==> src/design/msrs_pkg.sv <==
`timescale 1ns / 1ps
package msrs_pkg;

	localparam int ECHO_W = 4;
	localparam int CNT_W = 16;
	localparam int DIST_W = 11;
	localparam int WHO_W = 2;
	localparam int CFG_IDX_W = 2;
	localparam int CFG_DATA_W = 16;

	localparam logic [CNT_W-1:0] COUNT_MAX = 16'hFFFF;

	// floor(x / 58) for 16-bit x as (x * ceil(2^23 / 58)) >> 23
	localparam int DIV_SHIFT = 23;
	localparam int DIV_MUL_W = 18;
	localparam logic [DIV_MUL_W-1:0] DIV_MUL = 18'd144632;
	localparam int PROD_W = CNT_W + DIV_MUL_W;

	localparam logic [CNT_W-1:0] TRIGGER_RST = 16'd20;
	localparam logic [CNT_W-1:0] COOLDOWN_RST = 16'd20000;
	localparam logic [DIST_W-1:0] NEAR_RST = 11'd10;

	localparam logic [CFG_IDX_W-1:0] REG_TRIGGER = 2'd0;
	localparam logic [CFG_IDX_W-1:0] REG_COOLDOWN = 2'd1;
	localparam logic [CFG_IDX_W-1:0] REG_NEAR = 2'd2;

	typedef enum logic [1:0] {
		PH_TRIGGER,
		PH_WAIT,
		PH_MEASURE,
		PH_COOLDOWN
	} phase_t;

	typedef struct packed {
		logic [CNT_W-1:0] trigger_ticks;
		logic [CNT_W-1:0] cooldown_ticks;
		logic [DIST_W-1:0] near_threshold_cm;
	} cfg_t;

	typedef struct packed {
		logic near_flag;
		logic [DIST_W-1:0] distance_cm;
		logic [WHO_W-1:0] measured_sensor;
		logic result_valid;
		logic [ECHO_W-1:0] trigger_pins;
	} res_t;

	function automatic logic [DIST_W-1:0] div58(input logic [CNT_W-1:0] x);
		logic [PROD_W-1:0] prod;
		prod = PROD_W'(x) * PROD_W'(DIV_MUL);
		return prod[PROD_W-1:DIV_SHIFT];
	endfunction

endpackage

==> src/design/msrs_seq.sv <==
`timescale 1ns / 1ps
module msrs_seq #(
	parameter int SENSOR_COUNT = 4
) (
	input  logic clk,
	input  logic arst_n,
	input  logic advance,
	input  logic [msrs_pkg::ECHO_W-1:0] echo_levels,
	input  msrs_pkg::cfg_t cfg,
	output msrs_pkg::res_t res
);
	import msrs_pkg::*;

	localparam int SW = (SENSOR_COUNT > 1) ? $clog2(SENSOR_COUNT) : 1;
	localparam logic [SW-1:0] LAST_SENSOR = SW'(SENSOR_COUNT - 1);

	phase_t phase_q, phase_d;
	logic [CNT_W-1:0] cnt_q, cnt_d;
	logic [SW-1:0] sensor_q, sensor_d;
	logic near_q, near_d;

	logic [2:0] sensor_ext;
	logic in_range;
	logic level;
	logic [CNT_W-1:0] cnt_sat;
	logic [DIST_W-1:0] dist_cm;

	assign sensor_ext = 3'(sensor_q);
	assign in_range = !sensor_ext[2];
	assign level = in_range && echo_levels[sensor_ext[1:0]];
	assign cnt_sat = (cnt_q == COUNT_MAX) ? cnt_q : cnt_q + 1'b1;
	assign dist_cm = div58(cnt_q);

	always_comb begin
		phase_d = phase_q;
		cnt_d = cnt_q;
		sensor_d = sensor_q;
		near_d = near_q;
		unique case (phase_q)
			PH_TRIGGER: begin
				cnt_d = cnt_sat;
				if (cnt_sat >= cfg.trigger_ticks) begin
					phase_d = PH_WAIT;
					cnt_d = '0;
				end
			end
			PH_WAIT: begin
				if (level) begin
					phase_d = PH_MEASURE;
					cnt_d = CNT_W'(1);
				end
			end
			PH_MEASURE: begin
				if (level) begin
					cnt_d = cnt_sat;
				end else begin
					near_d = (dist_cm <= cfg.near_threshold_cm);
					phase_d = PH_COOLDOWN;
					cnt_d = '0;
				end
			end
			PH_COOLDOWN: begin
				cnt_d = cnt_sat;
				if (cnt_sat >= cfg.cooldown_ticks) begin
					phase_d = PH_TRIGGER;
					cnt_d = '0;
					sensor_d = (sensor_q == LAST_SENSOR) ? '0 : sensor_q + 1'b1;
				end
			end
			default: begin
				phase_d = PH_TRIGGER;
			end
		endcase
	end

	always_comb begin
		res = '0;
		res.near_flag = near_d;
		unique case (phase_q)
			PH_TRIGGER: begin
				res.trigger_pins = in_range ? (ECHO_W'(1) << sensor_ext[1:0]) : '0;
			end
			PH_MEASURE: begin
				if (!level) begin
					res.result_valid = 1'b1;
					res.measured_sensor = sensor_ext[1:0];
					res.distance_cm = dist_cm;
				end
			end
			default: begin
				res.trigger_pins = '0;
			end
		endcase
	end

	always_ff @(posedge clk or negedge arst_n) begin
		if (!arst_n) begin
			phase_q <= PH_TRIGGER;
			cnt_q <= '0;
			sensor_q <= '0;
			near_q <= 1'b0;
		end else if (advance) begin
			phase_q <= phase_d;
			cnt_q <= cnt_d;
			sensor_q <= sensor_d;
			near_q <= near_d;
		end
	end

endmodule

==> src/design/multi_sonar_range_scanner_core.sv <==
`timescale 1ns / 1ps
// Round-robin ultrasonic ranging controller. Every input transfer is one timer tick carrying
// the echo levels of all sensors, and every tick yields exactly one output transfer with the
// trigger drive for that tick, plus a measurement when the current sensor's echo falls
// (distance = echo ticks / 58, counted with saturation at 65535) and the held near flag.
// One tick is accepted every clock while the output is not stalled. Each tick is held in the
// input register, passes the one-pass sequencer, and is held in the output register, from
// which it is offered on the output channel as a single transfer.
// Configuration is taken on the cfg channel at any time (always ready) but must only be
// changed while no tick is in flight. After reset: trigger 20, cooldown 20000, near 10 cm.
module multi_sonar_range_scanner_core #(
	parameter int SENSOR_COUNT = 4
) (
	input  logic clk,
	input  logic arst_n,
	input  logic s_tvalid,
	output logic s_tready,
	input  logic [7:0] s_tdata,   // [3:0] echo_levels
	output logic m_tvalid,
	input  logic m_tready,
	output logic [23:0] m_tdata,  // [3:0] trigger_pins, [5:4] measured_sensor,
	                              // [16:6] distance_cm, [17] near_flag
	output logic m_tuser,         // [0] result_valid
	input  logic cfg_valid,
	output logic cfg_ready,
	input  logic [msrs_pkg::CFG_IDX_W-1:0] cfg_index,
	input  logic [msrs_pkg::CFG_DATA_W-1:0] cfg_data
);
	import msrs_pkg::*;

	cfg_t cfg_q;
	logic valid_s1;
	logic [ECHO_W-1:0] echo_s1;
	logic m_tvalid_q;
	res_t res_q;
	res_t res;
	logic move_s1;

	assign cfg_ready = 1'b1;

	always_ff @(posedge clk or negedge arst_n) begin
		if (!arst_n) begin
			cfg_q.trigger_ticks <= TRIGGER_RST;
			cfg_q.cooldown_ticks <= COOLDOWN_RST;
			cfg_q.near_threshold_cm <= NEAR_RST;
		end else if (cfg_valid) begin
			unique case (cfg_index)
				REG_TRIGGER: begin
					cfg_q.trigger_ticks <= cfg_data;
				end
				REG_COOLDOWN: begin
					cfg_q.cooldown_ticks <= cfg_data;
				end
				REG_NEAR: begin
					cfg_q.near_threshold_cm <= cfg_data[DIST_W-1:0];
				end
				default: begin
				end
			endcase
		end
	end

	assign move_s1 = valid_s1 && (!m_tvalid_q || m_tready);
	assign s_tready = !valid_s1 || move_s1;

	always_ff @(posedge clk or negedge arst_n) begin
		if (!arst_n) begin
			valid_s1 <= 1'b0;
			m_tvalid_q <= 1'b0;
		end else begin
			if (s_tready) begin
				valid_s1 <= s_tvalid;
			end
			if (move_s1) begin
				m_tvalid_q <= 1'b1;
			end else if (m_tready) begin
				m_tvalid_q <= 1'b0;
			end
		end
	end

	always_ff @(posedge clk) begin
		if (s_tready && s_tvalid) begin
			echo_s1 <= s_tdata[ECHO_W-1:0];
		end
		if (move_s1) begin
			res_q <= res;
		end
	end

	msrs_seq #(
		.SENSOR_COUNT(SENSOR_COUNT)
	) u_seq (
		.clk(clk),
		.arst_n(arst_n),
		.advance(move_s1),
		.echo_levels(echo_s1),
		.cfg(cfg_q),
		.res(res)
	);

	assign m_tvalid = m_tvalid_q;
	assign m_tuser = res_q.result_valid;
	assign m_tdata = {6'd0, res_q.near_flag, res_q.distance_cm, res_q.measured_sensor,
		res_q.trigger_pins};

	a_pins_onehot: assert property (@(posedge clk) disable iff (!arst_n)
		m_tvalid_q |-> $onehot0(res_q.trigger_pins))
		else $error("more than one trigger pin driven");

	a_no_trigger_on_result: assert property (@(posedge clk) disable iff (!arst_n)
		(m_tvalid_q && res_q.result_valid) |-> (res_q.trigger_pins == '0))
		else $error("trigger driven on a measurement tick");

	a_idle_fields_zero: assert property (@(posedge clk) disable iff (!arst_n)
		(m_tvalid_q && !res_q.result_valid) |->
		(res_q.distance_cm == '0 && res_q.measured_sensor == '0))
		else $error("measurement fields set without a result");

	a_near_matches: assert property (@(posedge clk) disable iff (!arst_n)
		(m_tvalid_q && res_q.result_valid) |->
		(res_q.near_flag == (res_q.distance_cm <= cfg_q.near_threshold_cm)))
		else $error("near flag disagrees with distance");

endmodule
==> config.mk <==
export PLATFORM = sky130hd
export DESIGN_NAME = multi_sonar_range_scanner_core
export DESIGN_NICKNAME = d
export VERILOG_FILES = /design/src/design/msrs_pkg.sv /design/src/design/msrs_seq.sv /design/src/design/multi_sonar_range_scanner_core.sv
export SDC_FILE = /design/constraint.sdc
export NUM_CORES = 1
export LEC_CHECK = 0
export BUFFER_PORTS_ARGS = -buffer_cell sky130_fd_sc_hd__buf_2
export CORE_ASPECT_RATIO = 1.4
export CORE_MARGIN = 4
export CORE_UTILIZATION = 55
export DETAILED_ROUTE_END_ITERATION = 8
export PLACE_DENSITY = 0.77
export REMOVE_ABC_BUFFERS = 1
export SLEW_MARGIN = 20
export SYNTH_ARGS = -nofsm -noshare
export SYNTH_HDL_FRONTEND = slang
export SYNTH_SLANG_ARGS = --single-unit
==> constraint.sdc <==
create_clock -name clk -period 18.4 [get_ports clk]
set_input_delay 1.84 -clock clk [delete_from_list [all_inputs] [get_ports clk]]
set_output_delay 1.84 -clock clk [all_outputs]
set_load 0.01 [all_outputs]
**After elaboration in Yosys (flattened, before gate mapping)**

Cells that the tools add are included.

- Multiply operators: 1
- Div/mod/pow operators: 0
- Shift-type cells: 1
- Bitwise operators: 1
- Reduce and logical (&&, ||, !) cells: 16
- Mux-type cells: 19
- $lt $le $gt $ge: 4
- Equal/unequal tests: 11
- $add $sub $neg: 2

Operator list:

| kind | number |
|---|---|
| two-way mux 16 bit | 5 |
| case mux 16 bit (4 select lines) | 1 |
| greater-or-equal comparator 16 bit | 2 |
| multiplier 16 x 15 -> 31 bit (second input constant) | 1 |
| adder 16 x 1 -> 16 bit (second input constant) | 1 |
| equality test 16 bit (second input constant) | 1 |
| <= comparator 11 bit | 1 |
| two-way mux 2 bit | 5 |
| equality test 2 bit (second input constant) | 4 |
| case mux 2 bit (4 select lines) | 1 |
| AND reduction 2 bit | 4 |
| two-way mux 1 bit | 6 |
| inequality test 2 x 1 -> 1 bit (second input constant) | 3 |
| AND reduction 5 bit | 1 |
| equality test 2 x 1 -> 1 bit (second input constant) | 2 |
| logical NOT 2 bit | 2 |
| left shift 1 x 2 -> 4 bit (first input constant) | 1 |
| < comparator 2 x 3 -> 1 bit (second input constant) | 1 |
| AND reduction 3 bit | 1 |
| adder 2 x 1 -> 2 bit (second input constant) | 1 |
| binary-select mux 1 bit (select 2 bit) | 1 |
| logical AND 1 bit | 2 |
| logical NOT 1 bit | 2 |
| logical OR 1 bit | 2 |
| other kinds (4) | 4 |

- Memory bits (read-only): 0
- Memories: 0
- Bits of input ports: 31
- Register bits after elaboration: 89
- Logic and storage cells: 70
- Bits in latches: 0
- Memory bits (writable): 0

**Logic depth before layout (Yosys ltp)**

Gate-level depths: netlist (run 1).

- Word-level depth: 5
- Gate-level depth with buffers: 27

**Cells and area by module**

Synthesis (run 1) repeated with hierarchy kept, for this count alone.

- Cell total of the unflattened synthesis: 941
- Area total of the unflattened synthesis: 9678.0 µm²

Modules (own cells, without submodules):

| module | cells each | times used | area an instance (µm²) |
|---|---|---|---|
| msrs_seq | 809 | 1 | 7205.7 |
| multi_sonar_range_scanner_core | 132 | 1 | 2472.4 |

**Worst setup path before layout (run 1)**

OpenSTA, ideal clock, no wires.

- Path kind: flip-flop to flip-flop
- Start: reg u_seq.cnt_q[12]
- End: reg res_q, in the netlist m_tdata[17] (data pin)
- Path buffers: 0
- Cell stages (with the launch flop): 25
- Arrival: 5.970 ns
- Library setup time: 0.258 ns
- Slack: 12.173 ns
- Cells stage by stage: dfrtp_1 fa_1 inv_1 fa_1 inv_1 fa_1 fa_1 fa_1 inv_1 fa_1 inv_1 ha_1 a211oi_1 o211ai_1 o2111ai_1 o211ai_2 a21oi_1 mux2i_1 nand3_1 ha_1 nand4_1 o21ai_0 o21bai_1 a21oi_1 nor2_1

- Word-level cells in the longest chain between the ends: 4

RTL lines:

| item | RTL line | RTL |
|---|---|---|
| start, declared | msrs_seq.sv:18 | `logic [CNT_W-1:0] cnt_q, cnt_d;` |
| start signal, assigned | msrs_seq.sv:104 | `cnt_q <= cnt_d;` |
| multiplier 16 x 15 -> 31 bit | msrs_pkg.sv:50 | `prod = PROD_W'(x) * PROD_W'(DIV_MUL);` |
| via u_seq.dist_cm[6] | msrs_seq.sv:26 | `logic [DIST_W-1:0] dist_cm;` |
| <= comparator 11 bit | msrs_seq.sv:57 | `near_d = (dist_cm <= cfg.near_threshold_cm);` |
| two-way mux 1 bit | msrs_seq.sv:54 | `if (level) begin` |
| two-way mux 1 bit | msrs_seq.sv:39 | `unique case (phase_q)` |
| via u_seq.near_d | msrs_seq.sv:20 | `logic near_q, near_d;` |
| end signal, assigned | multi_sonar_range_scanner_core.sv:87 | `res_q <= res;` |
| end, declared | multi_sonar_range_scanner_core.sv:35 | `res_t res_q;` |

The timed path passes the listed nets, and every way through them passes these cells.
A chain may end at the register's enable or synchronous reset.

**Final worst setup path (run 1)**

- Start: reg u_seq.cnt_q[8]
- End: reg res_q, in the netlist m_tdata[17] (data pin)

Same word-level chain as after synthesis.

==> summary.md, run 1 <==
| Metric | Value |
|---|---|
| Final Util | `0.607` |
| Count of pins over their slew limit | `0` |
| DR vias/cell | `5.57` |
| Post-synthesis cell count | `920` |
| Core box area | `16800 µm²` |
| GRT Residual Overflow | `0` |
| Final setup violation count | `0` |
| Drt first-iter violations | `291` |
| Status | `completed` |
| Worst hold start | `valid_s1$_DFFE_PN0N_` |
| Endpoint type of the worst setup path | `register` |
| Fin. Hold Viols | `0` |
| Chip width | `119 µm` |
| Area leader, netlist | `ha_1` |
| Initial DRT Pass Iterations | `4` |
| Die height | `163 µm` |
| Antenna Nets Post-Route | `0` |
| Slew HR | `0.407` |
| Buffers on Ports | `47` |
| Clock sink count | `89` |
| Yosys warnings | `0` |
| Post-CTS Hold Buffers | `0` |
| Period utilisation layout | `0.387` |
| Commonest non-fill, non-tap cell in the layout | `inv_1` |
| Area growth, synth to finish | `7.88%` |
| R2R cell count | `26` |
| RR Startpoint | `u_seq.cnt_q[8]$_DFFE_PN0P_` |
| Dpl hpwl | `16700 µm` |
| Vias in the first global route | `7219` |
| Reg-to-reg slack, setup | `11.27 ns` |
| Avg Inst Size Synth | `10.3 µm²` |
| Post-synth EDFFs | `23` |
| Initial antenna violation count | `0` |
| Area contributors post-synth | `ha_1 23%, fa_1 17%, dfrtp_1 15%` |
| Reg2reg end | `m_tdata[17]$_DFFE_PP_` |
| Post-detailed-route wirelength per cell | `17.2 µm` |
| Clk_lat worst skew | `0.34 ns` |
| DRC Markers | `0` |
| Max cap viols | `0` |
| Worst hold path type | `register to register` |
| CP max FO | `12` |
| Setup tns final | `0 ns` |
| First-pass GRT wire length | `34400 µm` |
| Routed vias | `6540` |
| Total GRT Usage | `0.222` |
| Starting Density | `0.563` |
| Async SR Flop Fraction | `0.742` |
| Arr. time, crit path | `7.22 ns` |
| Non-Filler Instances | `1174` |
| Cells after DPL | `1158` |
| Die area | `19400 µm²` |
| FMAX | `140 MHz` |
| Kind of critical path | `register to register` |
| Post-synthesis sequential area ratio | `0.249` |
| Hold path cells | `1` |
| Top cell type's share of synthesized area | `0.226` |
| Min-Delay Endpoint | `m_tvalid$_DFFE_PN0P_` |
| RePlAce Congestion | `0.911` |
| Max H-tree Level | `3` |
| CP required | `18.49 ns` |
| Setup bufs post-CTS | `0` |
| RSZ-0062 raised after global routing | `false` |
| Clk buf depth | `2` |
| Yosys reg bits | `89` |
| Post-CTS Resized | `0` |
| Root buffer cell | `clkbuf_16` |
| CP Launch Type | `register` |
| Worst clock skew | `0.0119 ns` |
| Mapped Area | `9470 µm²` |
| Row count | `56` |
| Netlist cell types | `64` |
| Period minus WS final | `7.13 ns` |
| Commonest non-fill, non-tap cells in the layout | `184 x inv_1, 171 x ha_1, 80 x fa_1` |
| Routed wire length | `20200 µm` |
| Worst-margin pin slew | `0.887 ns` |
| Clock slew at reported path FFs | `0.06 ns` |
| Largest net degree at the start of global routing | `67` |
| Hold WS | `0.483 ns` |
| TritonCTS clock tree | `yes` |
| Nets@finish | `1248` |
| Antenna cells | `0` |
| Ports | `59` |
| Synth Flop Type | `dfrtp_1` |
| Layout cells sized above 1 | `0.125` |
| Num CTS Buffers | `9` |
-- cell families after synthesis --
logic type	Yosys count	share of synthesized area
xor+xnor	38	0.0352
simple gates	159	0.0882
flops	89	0.249
fa+ha+maj	251	0.395
compound gates	131	0.0925
other cells	2	0.000793
mux	45	0.0530
buf+inv	205	0.0866
-- cells in the mapped netlist, types with 9 or more instances --
| master | n |
|---|---|
| inv_1 | 184 |
| ha_1 | 171 |
| fa_1 | 80 |
| dfrtp_1 | 57 |
| nand2_1 | 38 |
| nor2_1 | 36 |
| a21oi_1 | 34 |
| mux2_2 | 30 |
| o21ai_0 | 27 |
| edfxtp_1 | 23 |
| xor2_1 | 21 |
| and2_1 | 20 |
| a21o_1 | 17 |
| xnor2_1 | 17 |
| mux2i_1 | 13 |
| nand4_1 | 12 |
| nand3_1 | 11 |
| a211oi_1 | 9 |
| dfstp_2 | 9 |
| o211ai_1 | 9 |
-- worst max-delay path: stages (launching register included) --
cell and delay, ns:
dfrtp_1 0.61, fa_1 0.62, inv_1 0.05, fa_1 0.47, inv_1 0.04, ha_1 0.26, inv_1 0.04, fa_1 0.47
inv_1 0.05, fa_1 0.52, inv_1 0.06, fa_1 0.54, inv_1 0.04, ha_1 0.31, a211o_1 0.30, a21oi_1 0.39
o211a_1 0.34, o211ai_2 0.14, a21oi_1 0.31, mux2i_1 0.27, nand3_1 0.11, ha_1 0.30, nand4_1 0.12, o21ai_0 0.17
o21bai_1 0.08, a21oi_1 0.18, nor2_1 0.07
-- registers in the layout, summed over array words and instances (netlist names) --
register / cells
u_seq.phase_q: 2
echo_s1: 4
u_seq.cnt_q: 16
m_tuser: 1
cfg_q: 43
u_seq.near_q: 1
valid_s1: 1
m_tdata: 18
m_tvalid: 1
u_seq.sensor_q: 2
-- final cells by class --
class | instances | area, µm²
Fill cell | 1337 | 6600
Multi-Input combinational cell | 631 | 6320
Tap cell | 203 | 254
Clock buffer | 10 | 229
Clock inverter | 6 | 106
Timing Repair Buffer | 50 | 258
Sequential cell | 89 | 2350
Inverter | 185 | 694
-- routing by layer --
layer	part of all wire	vias up	GRT usage	wire (µm)
met5	0	-	0	0
met4	0.046	0	0.110	939
met3	0.035	57	0.0277	715
met2	0.54	149	0.415	11000
met1	0.38	3197	0.248	7590
li1	-	3137	-	-
-- metrics by stage --
stage	cell area, µm²	worst slack (ns)
4_1_cts	10200	11.26
5_1_grt	10200	10.82
3_5_place_dp	9880	11.30
3_3_place_gp	9880	11.37
2_1_floorplan	9360	12.17
6_report	10200	11.27
-- worst max path at each step --
| stage | startpoint | to | slack, ns |
|---|---|---|---|
| floorplan | u_seq.cnt_q[12]$_DFFE_PN0P_ | m_tdata[17]$_DFFE_PP_ | 12.17 |
| global placement | u_seq.cnt_q[8]$_DFFE_PN0P_ | m_tdata[17]$_DFFE_PP_ | 11.37 |
| detailed placement | u_seq.cnt_q[8]$_DFFE_PN0P_ | m_tdata[17]$_DFFE_PP_ | 11.30 |
| CTS | u_seq.cnt_q[8]$_DFFE_PN0P_ | m_tdata[17]$_DFFE_PP_ | 11.26 |
| global route | u_seq.cnt_q[8]$_DFFE_PN0P_ | m_tdata[17]$_DFFE_PP_ | 10.82 |
| finish | u_seq.cnt_q[8]$_DFFE_PN0P_ | m_tdata[17]$_DFFE_PP_ | 11.27 |
Power of run 1 is not shown: default switching activity piles up to over one toggle a cycle in this logic, so the estimate is an artifact.
==> run 2, diff against run 1 <==
- ABC_AREA: default -> 1
- clock period: 18.4 -> 7.5 ns (I/O delays scaled with it)
==> summary.md, run 2 <==
| Metric | Value |
|---|---|
| Status | `completed` |
| Clock sink count | `89 (unchanged)` |
| Top cell type's share of synthesized area | `0.212 (-0.0138)` |
| Endpoint type of the worst setup path | `register` |
| Worst Setup EP | `m_tdata[17]$_DFFE_PP_` |
| Clk buf depth | `2 (unchanged)` |
| Routed wire length | `22800 µm (+13%)` |
| Nets@finish | `1519 (+22%)` |
| Starting Density | `0.560 (-0.00281)` |
| Max cap viols | `0 (unchanged)` |
| Count of pins over their slew limit | `0 (unchanged)` |
| Total GRT Usage | `0.237 (+0.0147)` |
| Largest net degree at the start of global routing | `67 (unchanged)` |
| Setup bufs post-CTS | `0 (unchanged)` |
| Die height | `168 µm (+3.0%)` |
| Mapped Area | `10100 µm² (+6.5%)` |
| Max reg flops | `43 (unchanged)` |
| Vias in the first global route | `7950 (+10%)` |
| Internal Dissipation | `1.18 mW` |
| DRC Markers | `0 (unchanged)` |
| Antenna cells | `0 (unchanged)` |
| Buffers on Ports | `47 (unchanged)` |
| Ports | `59 (unchanged)` |
| Num CTS Buffers | `9 (unchanged)` |
| Post-synthesis cell count | `1193 (+30%)` |
| Worst hold path type | `register to register` |
| Avg Inst Size Synth | `8.45 µm² (-18%)` |
| Clock power frac | `0.257` |
| Switch Pwr | `0.797 mW` |
| Post-detailed-route wirelength per cell | `15.4 µm (-10%)` |
| Reg2reg end | `m_tdata[17]$_DFFE_PP_` |
| Fin area | `10800 µm² (+6.1%)` |
| Leak | `6.45 nW` |
| GRT Residual Overflow | `0 (unchanged)` |
| Post-synthesis sequential area ratio | `0.233 (-0.0152)` |
| TritonCTS clock tree | `yes` |
| Pwr/cell area | `182 nW/µm²` |
| DR vias/cell | `5.20 (-6.6%)` |
| Worst-margin pin slew | `0.930 ns (+0.0430 ns)` |
| Sequential power share | `0.334` |
| Arr. time, crit path | `6.60 ns (-0.62 ns)` |
| Die area | `20600 µm² (+6.1%)` |
| Chip width | `122 µm (+3.0%)` |
| Yosys warnings | `0 (unchanged)` |
| Clock slew at reported path FFs | `0.07 ns (about the same)` |
| Initial DRT Pass Iterations | `5 (+1)` |
| Pwr Total | `1.97 mW` |
| CP Launch Type | `register` |
| Switching share of power | `0.404` |
| RR Startpoint | `u_seq.cnt_q[13]$_DFFE_PN0P_` |
| Reg-to-reg slack, setup | `1.01 ns (-10.27 ns)` |
| Post-synth top cells | `263 x inv_1, 227 x nand2_1, 171 x ha_1` |
| Yosys reg bits | `89 (unchanged)` |
| R2R cell count | `27 (+3.8%)` |
| Slew HR | `0.379 (-0.0284)` |
| Drt first-iter violations | `534 (+84%)` |
| RSZ-0062 raised after global routing | `false` |
| Routed vias | `7712 (+18%)` |
| Setup ws final | `1.01 ns (-10.27 ns)` |
| Commonest non-fill, non-tap cell in the layout | `inv_1` |
| CP max FO | `10 (-2)` |
| Commonest non-fill, non-tap cells in the layout | `263 x inv_1, 227 x nand2_1, 171 x ha_1` |
| Kind of critical path | `register to register` |
| Fin. Hold Viols | `0 (unchanged)` |
| Synth Flop Type | `dfrtp_1` |
| Final Util | `0.602 (-0.00544)` |
| Area leader, netlist | `ha_1` |
| Core box area | `18000 µm² (+7.0%)` |
| Most used cell, CP | `fa_1` |
| Combinational share of power | `0.408` |
| Period minus WS final | `6.49 ns (-0.632 ns)` |
| Antenna Nets Post-Route | `0 (unchanged)` |
| Post-synth EDFFs | `23 (unchanged)` |
| CP required | `7.61 ns (-10.88 ns)` |
| CP max stage delay | `0.62 ns (about the same)` |
| Row count | `58 (+3.6%)` |
| Register name with the most flops | `cfg_q` |
| Post-CTS Hold Buffers | `0 (unchanged)` |
| Root buffer cell | `clkbuf_16` |
| Period utilisation layout | `0.866 (+0.479)` |
| Max H-tree Level | `3 (unchanged)` |
| First-pass GRT wire length | `38700 µm (+12%)` |
| Layout cells sized above 1 | `0.0950 (-0.0296)` |
| Worst slack at placement | `1.04 ns (-10.26 ns)` |
| Dpl hpwl | `18600 µm (+12%)` |
| Area after DPL | `10500 µm² (+6.4%)` |
| Netlist cell types | `49 (-23%)` |
| RePlAce Congestion | `0.936 (+2.7%)` |
| Clk_lat worst skew | `0.35 ns (about the same)` |
| Area contributors post-synth | `ha_1 21%, fa_1 16%, dfrtp_1 14%` |
| Worst-path cell with the longest stage delay | `fa_1` |
| Setup tns final | `0 ns (unchanged)` |
| FMAX | `154 MHz (+9.7%)` |
| Crit path from | `u_seq.cnt_q[13]$_DFFE_PN0P_` |
| Area growth, synth to finish | `7.45%` |
| Worst clock skew | `0.00943 ns (-0.00248 ns)` |
| Initial antenna violation count | `0 (unchanged)` |
| Post-CTS Resized | `0 (unchanged)` |
| Maximum VDD drop | `0.232 mV` |
| Final setup violation count | `0 (unchanged)` |
| Most numerous cell in the Yosys netlist | `inv_1` |
| Async SR Flop Fraction | `0.742 (unchanged)` |
## run 2: cell count changes after synthesis, moves of 14 or more
cell / change
a21oi_1: +21
and2_1: -17
inv_1: +79
mux2_2: -30
nand2_1: +189
nand2_2: +14
nand3_1: +18
nand3_2: +14
nor2_1: +22
o21ai_0: +38
## run 2: worst min path at each step
stage	startpoint	to	depth (start not counted)	slack, ns
finish	cfg_q[28]$_DFFE_PN0P_	cfg_q[28]$_DFFE_PN0P_	2	0.49
floorplan	arst_n	cfg_q[0]$_DFFE_PN0P_	0	0.45
CTS	cfg_q[28]$_DFFE_PN0P_	cfg_q[28]$_DFFE_PN0P_	2	0.49
global route	cfg_q[34]$_DFFE_PN0P_	cfg_q[34]$_DFFE_PN0P_	2	0.51
detailed placement	cfg_q[28]$_DFFE_PN0P_	cfg_q[28]$_DFFE_PN0P_	2	0.47
global placement	cfg_q[36]$_DFFE_PN0P_	cfg_q[36]$_DFFE_PN0P_	2	0.47
## run 2: area by class of cell
cell class | instances | area [µm²]
inverter | 267 | 1000
timing repair buffer | 48 | 243
tap | 240 | 300
sequential | 89 | 2350
multi-input combinational | 822 | 6610
clock inverter | 7 | 97.6
clock buffer | 9 | 225
fill | 1613 | 7170
## run 2: critical path, delay by kind of cell (launching register included)
| family | cells | cell delay [ns] |
|---|---|---|
| buffers and inverters | 5 | 0.24 |
| AOI/OAI and AO/OA | 7 | 0.94 |
| and+or+nand+nor | 7 | 0.71 |
| adders and majority gates | 8 | 3.76 |
| DFF | 1 | 0.59 |
## run 2: stage by stage
stage | hold slack [ns] | instances
3_3_place_gp | 0.467 | 1466
6_report | 0.486 | 1482
3_5_place_dp | 0.473 | 1466
5_1_grt | 0.506 | 1482
2_1_floorplan | 0.453 | 1178
4_1_cts | 0.489 | 1482
## run 2: logic make-up (layout without fill, tap and decap cells)
logic type	Yosys count	count (layout)	share of synthesized area
AO/OA/AOI/OAI	154	154	0.0877
XOR/XNOR	31	31	0.0269
adder cells (fa/ha/maj)	251	251	0.371
buffers and inverters	287	331	0.113
flip-flops	89	89	0.233
multiplexers	1	1	0.00149
other	2	7	0.000745
AND/OR/NAND/NOR	378	378	0.166
## run 2: routing by layer
layer  track usage  up-vias  wire, µm
li1              -     3828         -
met1         0.279     3677      9030
met2         0.436      154     12200
met3        0.0242       53       725
met4        0.0926        0       858
met5             0        -         0
## run 2: power by group through the flow
stage / registers, mW / logic (mW) / clock network (mW)
floorplan: 0.657 / 0.580 / 0
global placement: 0.666 / 0.789 / 0
detailed placement: 0.668 / 0.811 / 0
CTS: 0.659 / 0.820 / 0.511
global route: 0.671 / 0.931 / 0.533
finish: 0.659 / 0.806 / 0.508
(Power assumes the default switching activity.)
==> run 3, diff against run 2 <==
- ABC_AREA: 1 -> default
==> summary.md, run 3 (synthesis gave the netlist of run 1 again) <==
| Metric | Value |
|---|---|
| RePlAce Congestion | `0.901 (-3.7%)` |
| Die area | `19400 µm² (-5.8%)` |
| Num CTS Buffers | `9 (unchanged)` |
| Area of the multi-input gates | `6320 µm² (-4.4%)` |
| DR vias/cell | `5.60 (+7.5%)` |
| Root buffer cell | `clkbuf_16` |
| Period minus WS final | `6.87 ns (+0.378 ns)` |
| FMAX | `145 MHz (-5.5%)` |
| Slew HR | `0.424 (+0.0458)` |
| Antenna cells | `0 (unchanged)` |
| Post-CTS Resized | `0 (unchanged)` |
| DRC Markers | `0 (unchanged)` |
| Clk_lat worst skew | `0.34 ns (about the same)` |
| Max H-tree Level | `3 (unchanged)` |
| Largest net degree at the start of global routing | `67 (unchanged)` |
| First-pass GRT wire length | `33800 µm (-13%)` |
| Post-detailed-route wirelength per cell | `17.2 µm (+12%)` |
| Kind of critical path | `register to register` |
| Clock slew at reported path FFs | `0.06 ns (about the same)` |
| Setup bufs post-CTS | `0 (unchanged)` |
| Arr. time, crit path | `6.97 ns (+0.37 ns)` |
| Drt first-iter violations | `262 (-51%)` |
| Dpl hpwl | `16900 µm (-9.3%)` |
| Commonest non-fill, non-tap cell in the layout | `inv_1` |
| Clock sink count | `89 (unchanged)` |
| Period utilisation layout | `0.916 (+0.0504)` |
| Layout cells sized above 1 | `0.134 (+0.0388)` |
| Worst clock skew | `0.00980 ns (+0.000369 ns)` |
| Routed wire length | `20400 µm (-11%)` |
| Ports | `59 (unchanged)` |
| FILL cells | `1371 (-15%)` |
| Clk buf depth | `2 (unchanged)` |
| RSZ-0062 raised after global routing | `false` |
| Row count | `56 (-3.4%)` |
| Setup tns final | `0 ns (unchanged)` |
| Post-CTS Hold Buffers | `0 (unchanged)` |
| CP max FO | `9 (-1)` |
| Final setup violation count | `0 (unchanged)` |
| Routed vias | `6615 (-14%)` |
| Max cap viols | `0 (unchanged)` |
| Nets@finish | `1256 (-17%)` |
| Endpoint type of the worst setup path | `register` |
| Max reg flops | `43 (unchanged)` |
| Area growth, synth to finish | `8.41%` |
| Buffers on Ports | `47 (unchanged)` |
| Fin. Hold Viols | `0 (unchanged)` |
| Vias in the first global route | `6913 (-13%)` |
| Initial antenna violation count | `0 (unchanged)` |
| TritonCTS clock tree | `yes` |
| CP required | `7.60 ns (about the same)` |
| Register name with the most flops | `cfg_q` |
| Antenna Nets Post-Route | `0 (unchanged)` |
| GRT Residual Overflow | `0 (unchanged)` |
| Worst-margin pin slew | `0.861 ns (-0.0691 ns)` |
| Worst hold path type | `register to register` |
| CP Launch Type | `register` |
| Initial DRT Pass Iterations | `5 (unchanged)` |
| Status | `completed` |
| Commonest non-fill, non-tap cells in the layout | `184 x inv_1, 171 x ha_1, 80 x fa_1` |
| Total GRT Usage | `0.218 (-0.0189)` |
| Chip width | `119 µm (-2.9%)` |
| Count of pins over their slew limit | `0 (unchanged)` |
| Storage element area | `2350 µm² (unchanged)` |
| Core box area | `16800 µm² (-6.6%)` |
| Starting Density | `0.563 (+0.00281)` |
| Die height | `163 µm (-2.9%)` |
## run 3: stage by stage
stage	hold slack [ns]	cells	worst slack, ns	cell area, µm²	utilization
2_1_floorplan	0.449	905	1.27	9360	-
3_3_place_gp	0.461	1166	0.795	9940	0.591
3_5_place_dp	0.473	1166	0.643	9940	0.591
4_1_cts	0.493	1182	0.658	10300	0.610
5_1_grt	0.513	1182	0.305	10300	0.610
6_report	0.493	1182	0.627	10300	0.610
## run 3: final timing paths
check,slack [ns],endpoint,depth (start not counted),start
worst max register to register,0.63,m_tdata[17]$_DFFE_PP_,27,u_seq.cnt_q[10]$_DFFE_PN0P_
max in group asynchronous,6.34,cfg_q[0]$_DFFE_PN0P_,2,arst_n
min in group asynchronous,0.59,cfg_q[28]$_DFFE_PN0P_,2,arst_n
worst max-delay path,0.63,m_tdata[17]$_DFFE_PP_,27,u_seq.cnt_q[10]$_DFFE_PN0P_
worst min register to register,0.49,m_tvalid$_DFFE_PN0P_,1,valid_s1$_DFFE_PN0N_
worst min-delay path,0.49,m_tvalid$_DFFE_PN0P_,1,valid_s1$_DFFE_PN0N_
## run 3: layout make-up
cell class	count	share of cell area
Clock buffer	9	0.0219
Clock inverter	7	0.00975
Inverter	185	0.0677
Multi-Input combinational cell	631	0.616
Sequential cell	89	0.229
Tap cell	203	0.0248
Timing Repair Buffer	58	0.0310
## run 3: worst max-delay path: stages, from the launching register on
cell and delay (ns):
dfrtp_1 0.55, fa_1 0.55, inv_1 0.05, fa_1 0.47, inv_1 0.04, ha_1 0.26, inv_1 0.05, fa_1 0.48
inv_1 0.06, fa_1 0.54, inv_1 0.06, fa_1 0.53, inv_1 0.04, ha_1 0.32, a211o_1 0.31, a21oi_1 0.13
buf_4 0.15, o211a_1 0.25, o211ai_2 0.14, a21oi_1 0.32, mux2i_1 0.28, nand3_1 0.12, ha_1 0.30, nand4_1 0.12
o21ai_0 0.17, o21bai_1 0.08, a21oi_1 0.20, nor2_1 0.07
## run 3: layer usage
metal,track usage,up-vias,routed length (µm)
met3,0.0142,36,540
li1,-,3146,-
met1,0.260,3307,8170
met4,0.0928,0,736
met2,0.406,126,10900
met5,0,-,0
Power of run 3 is left out for the same reason.
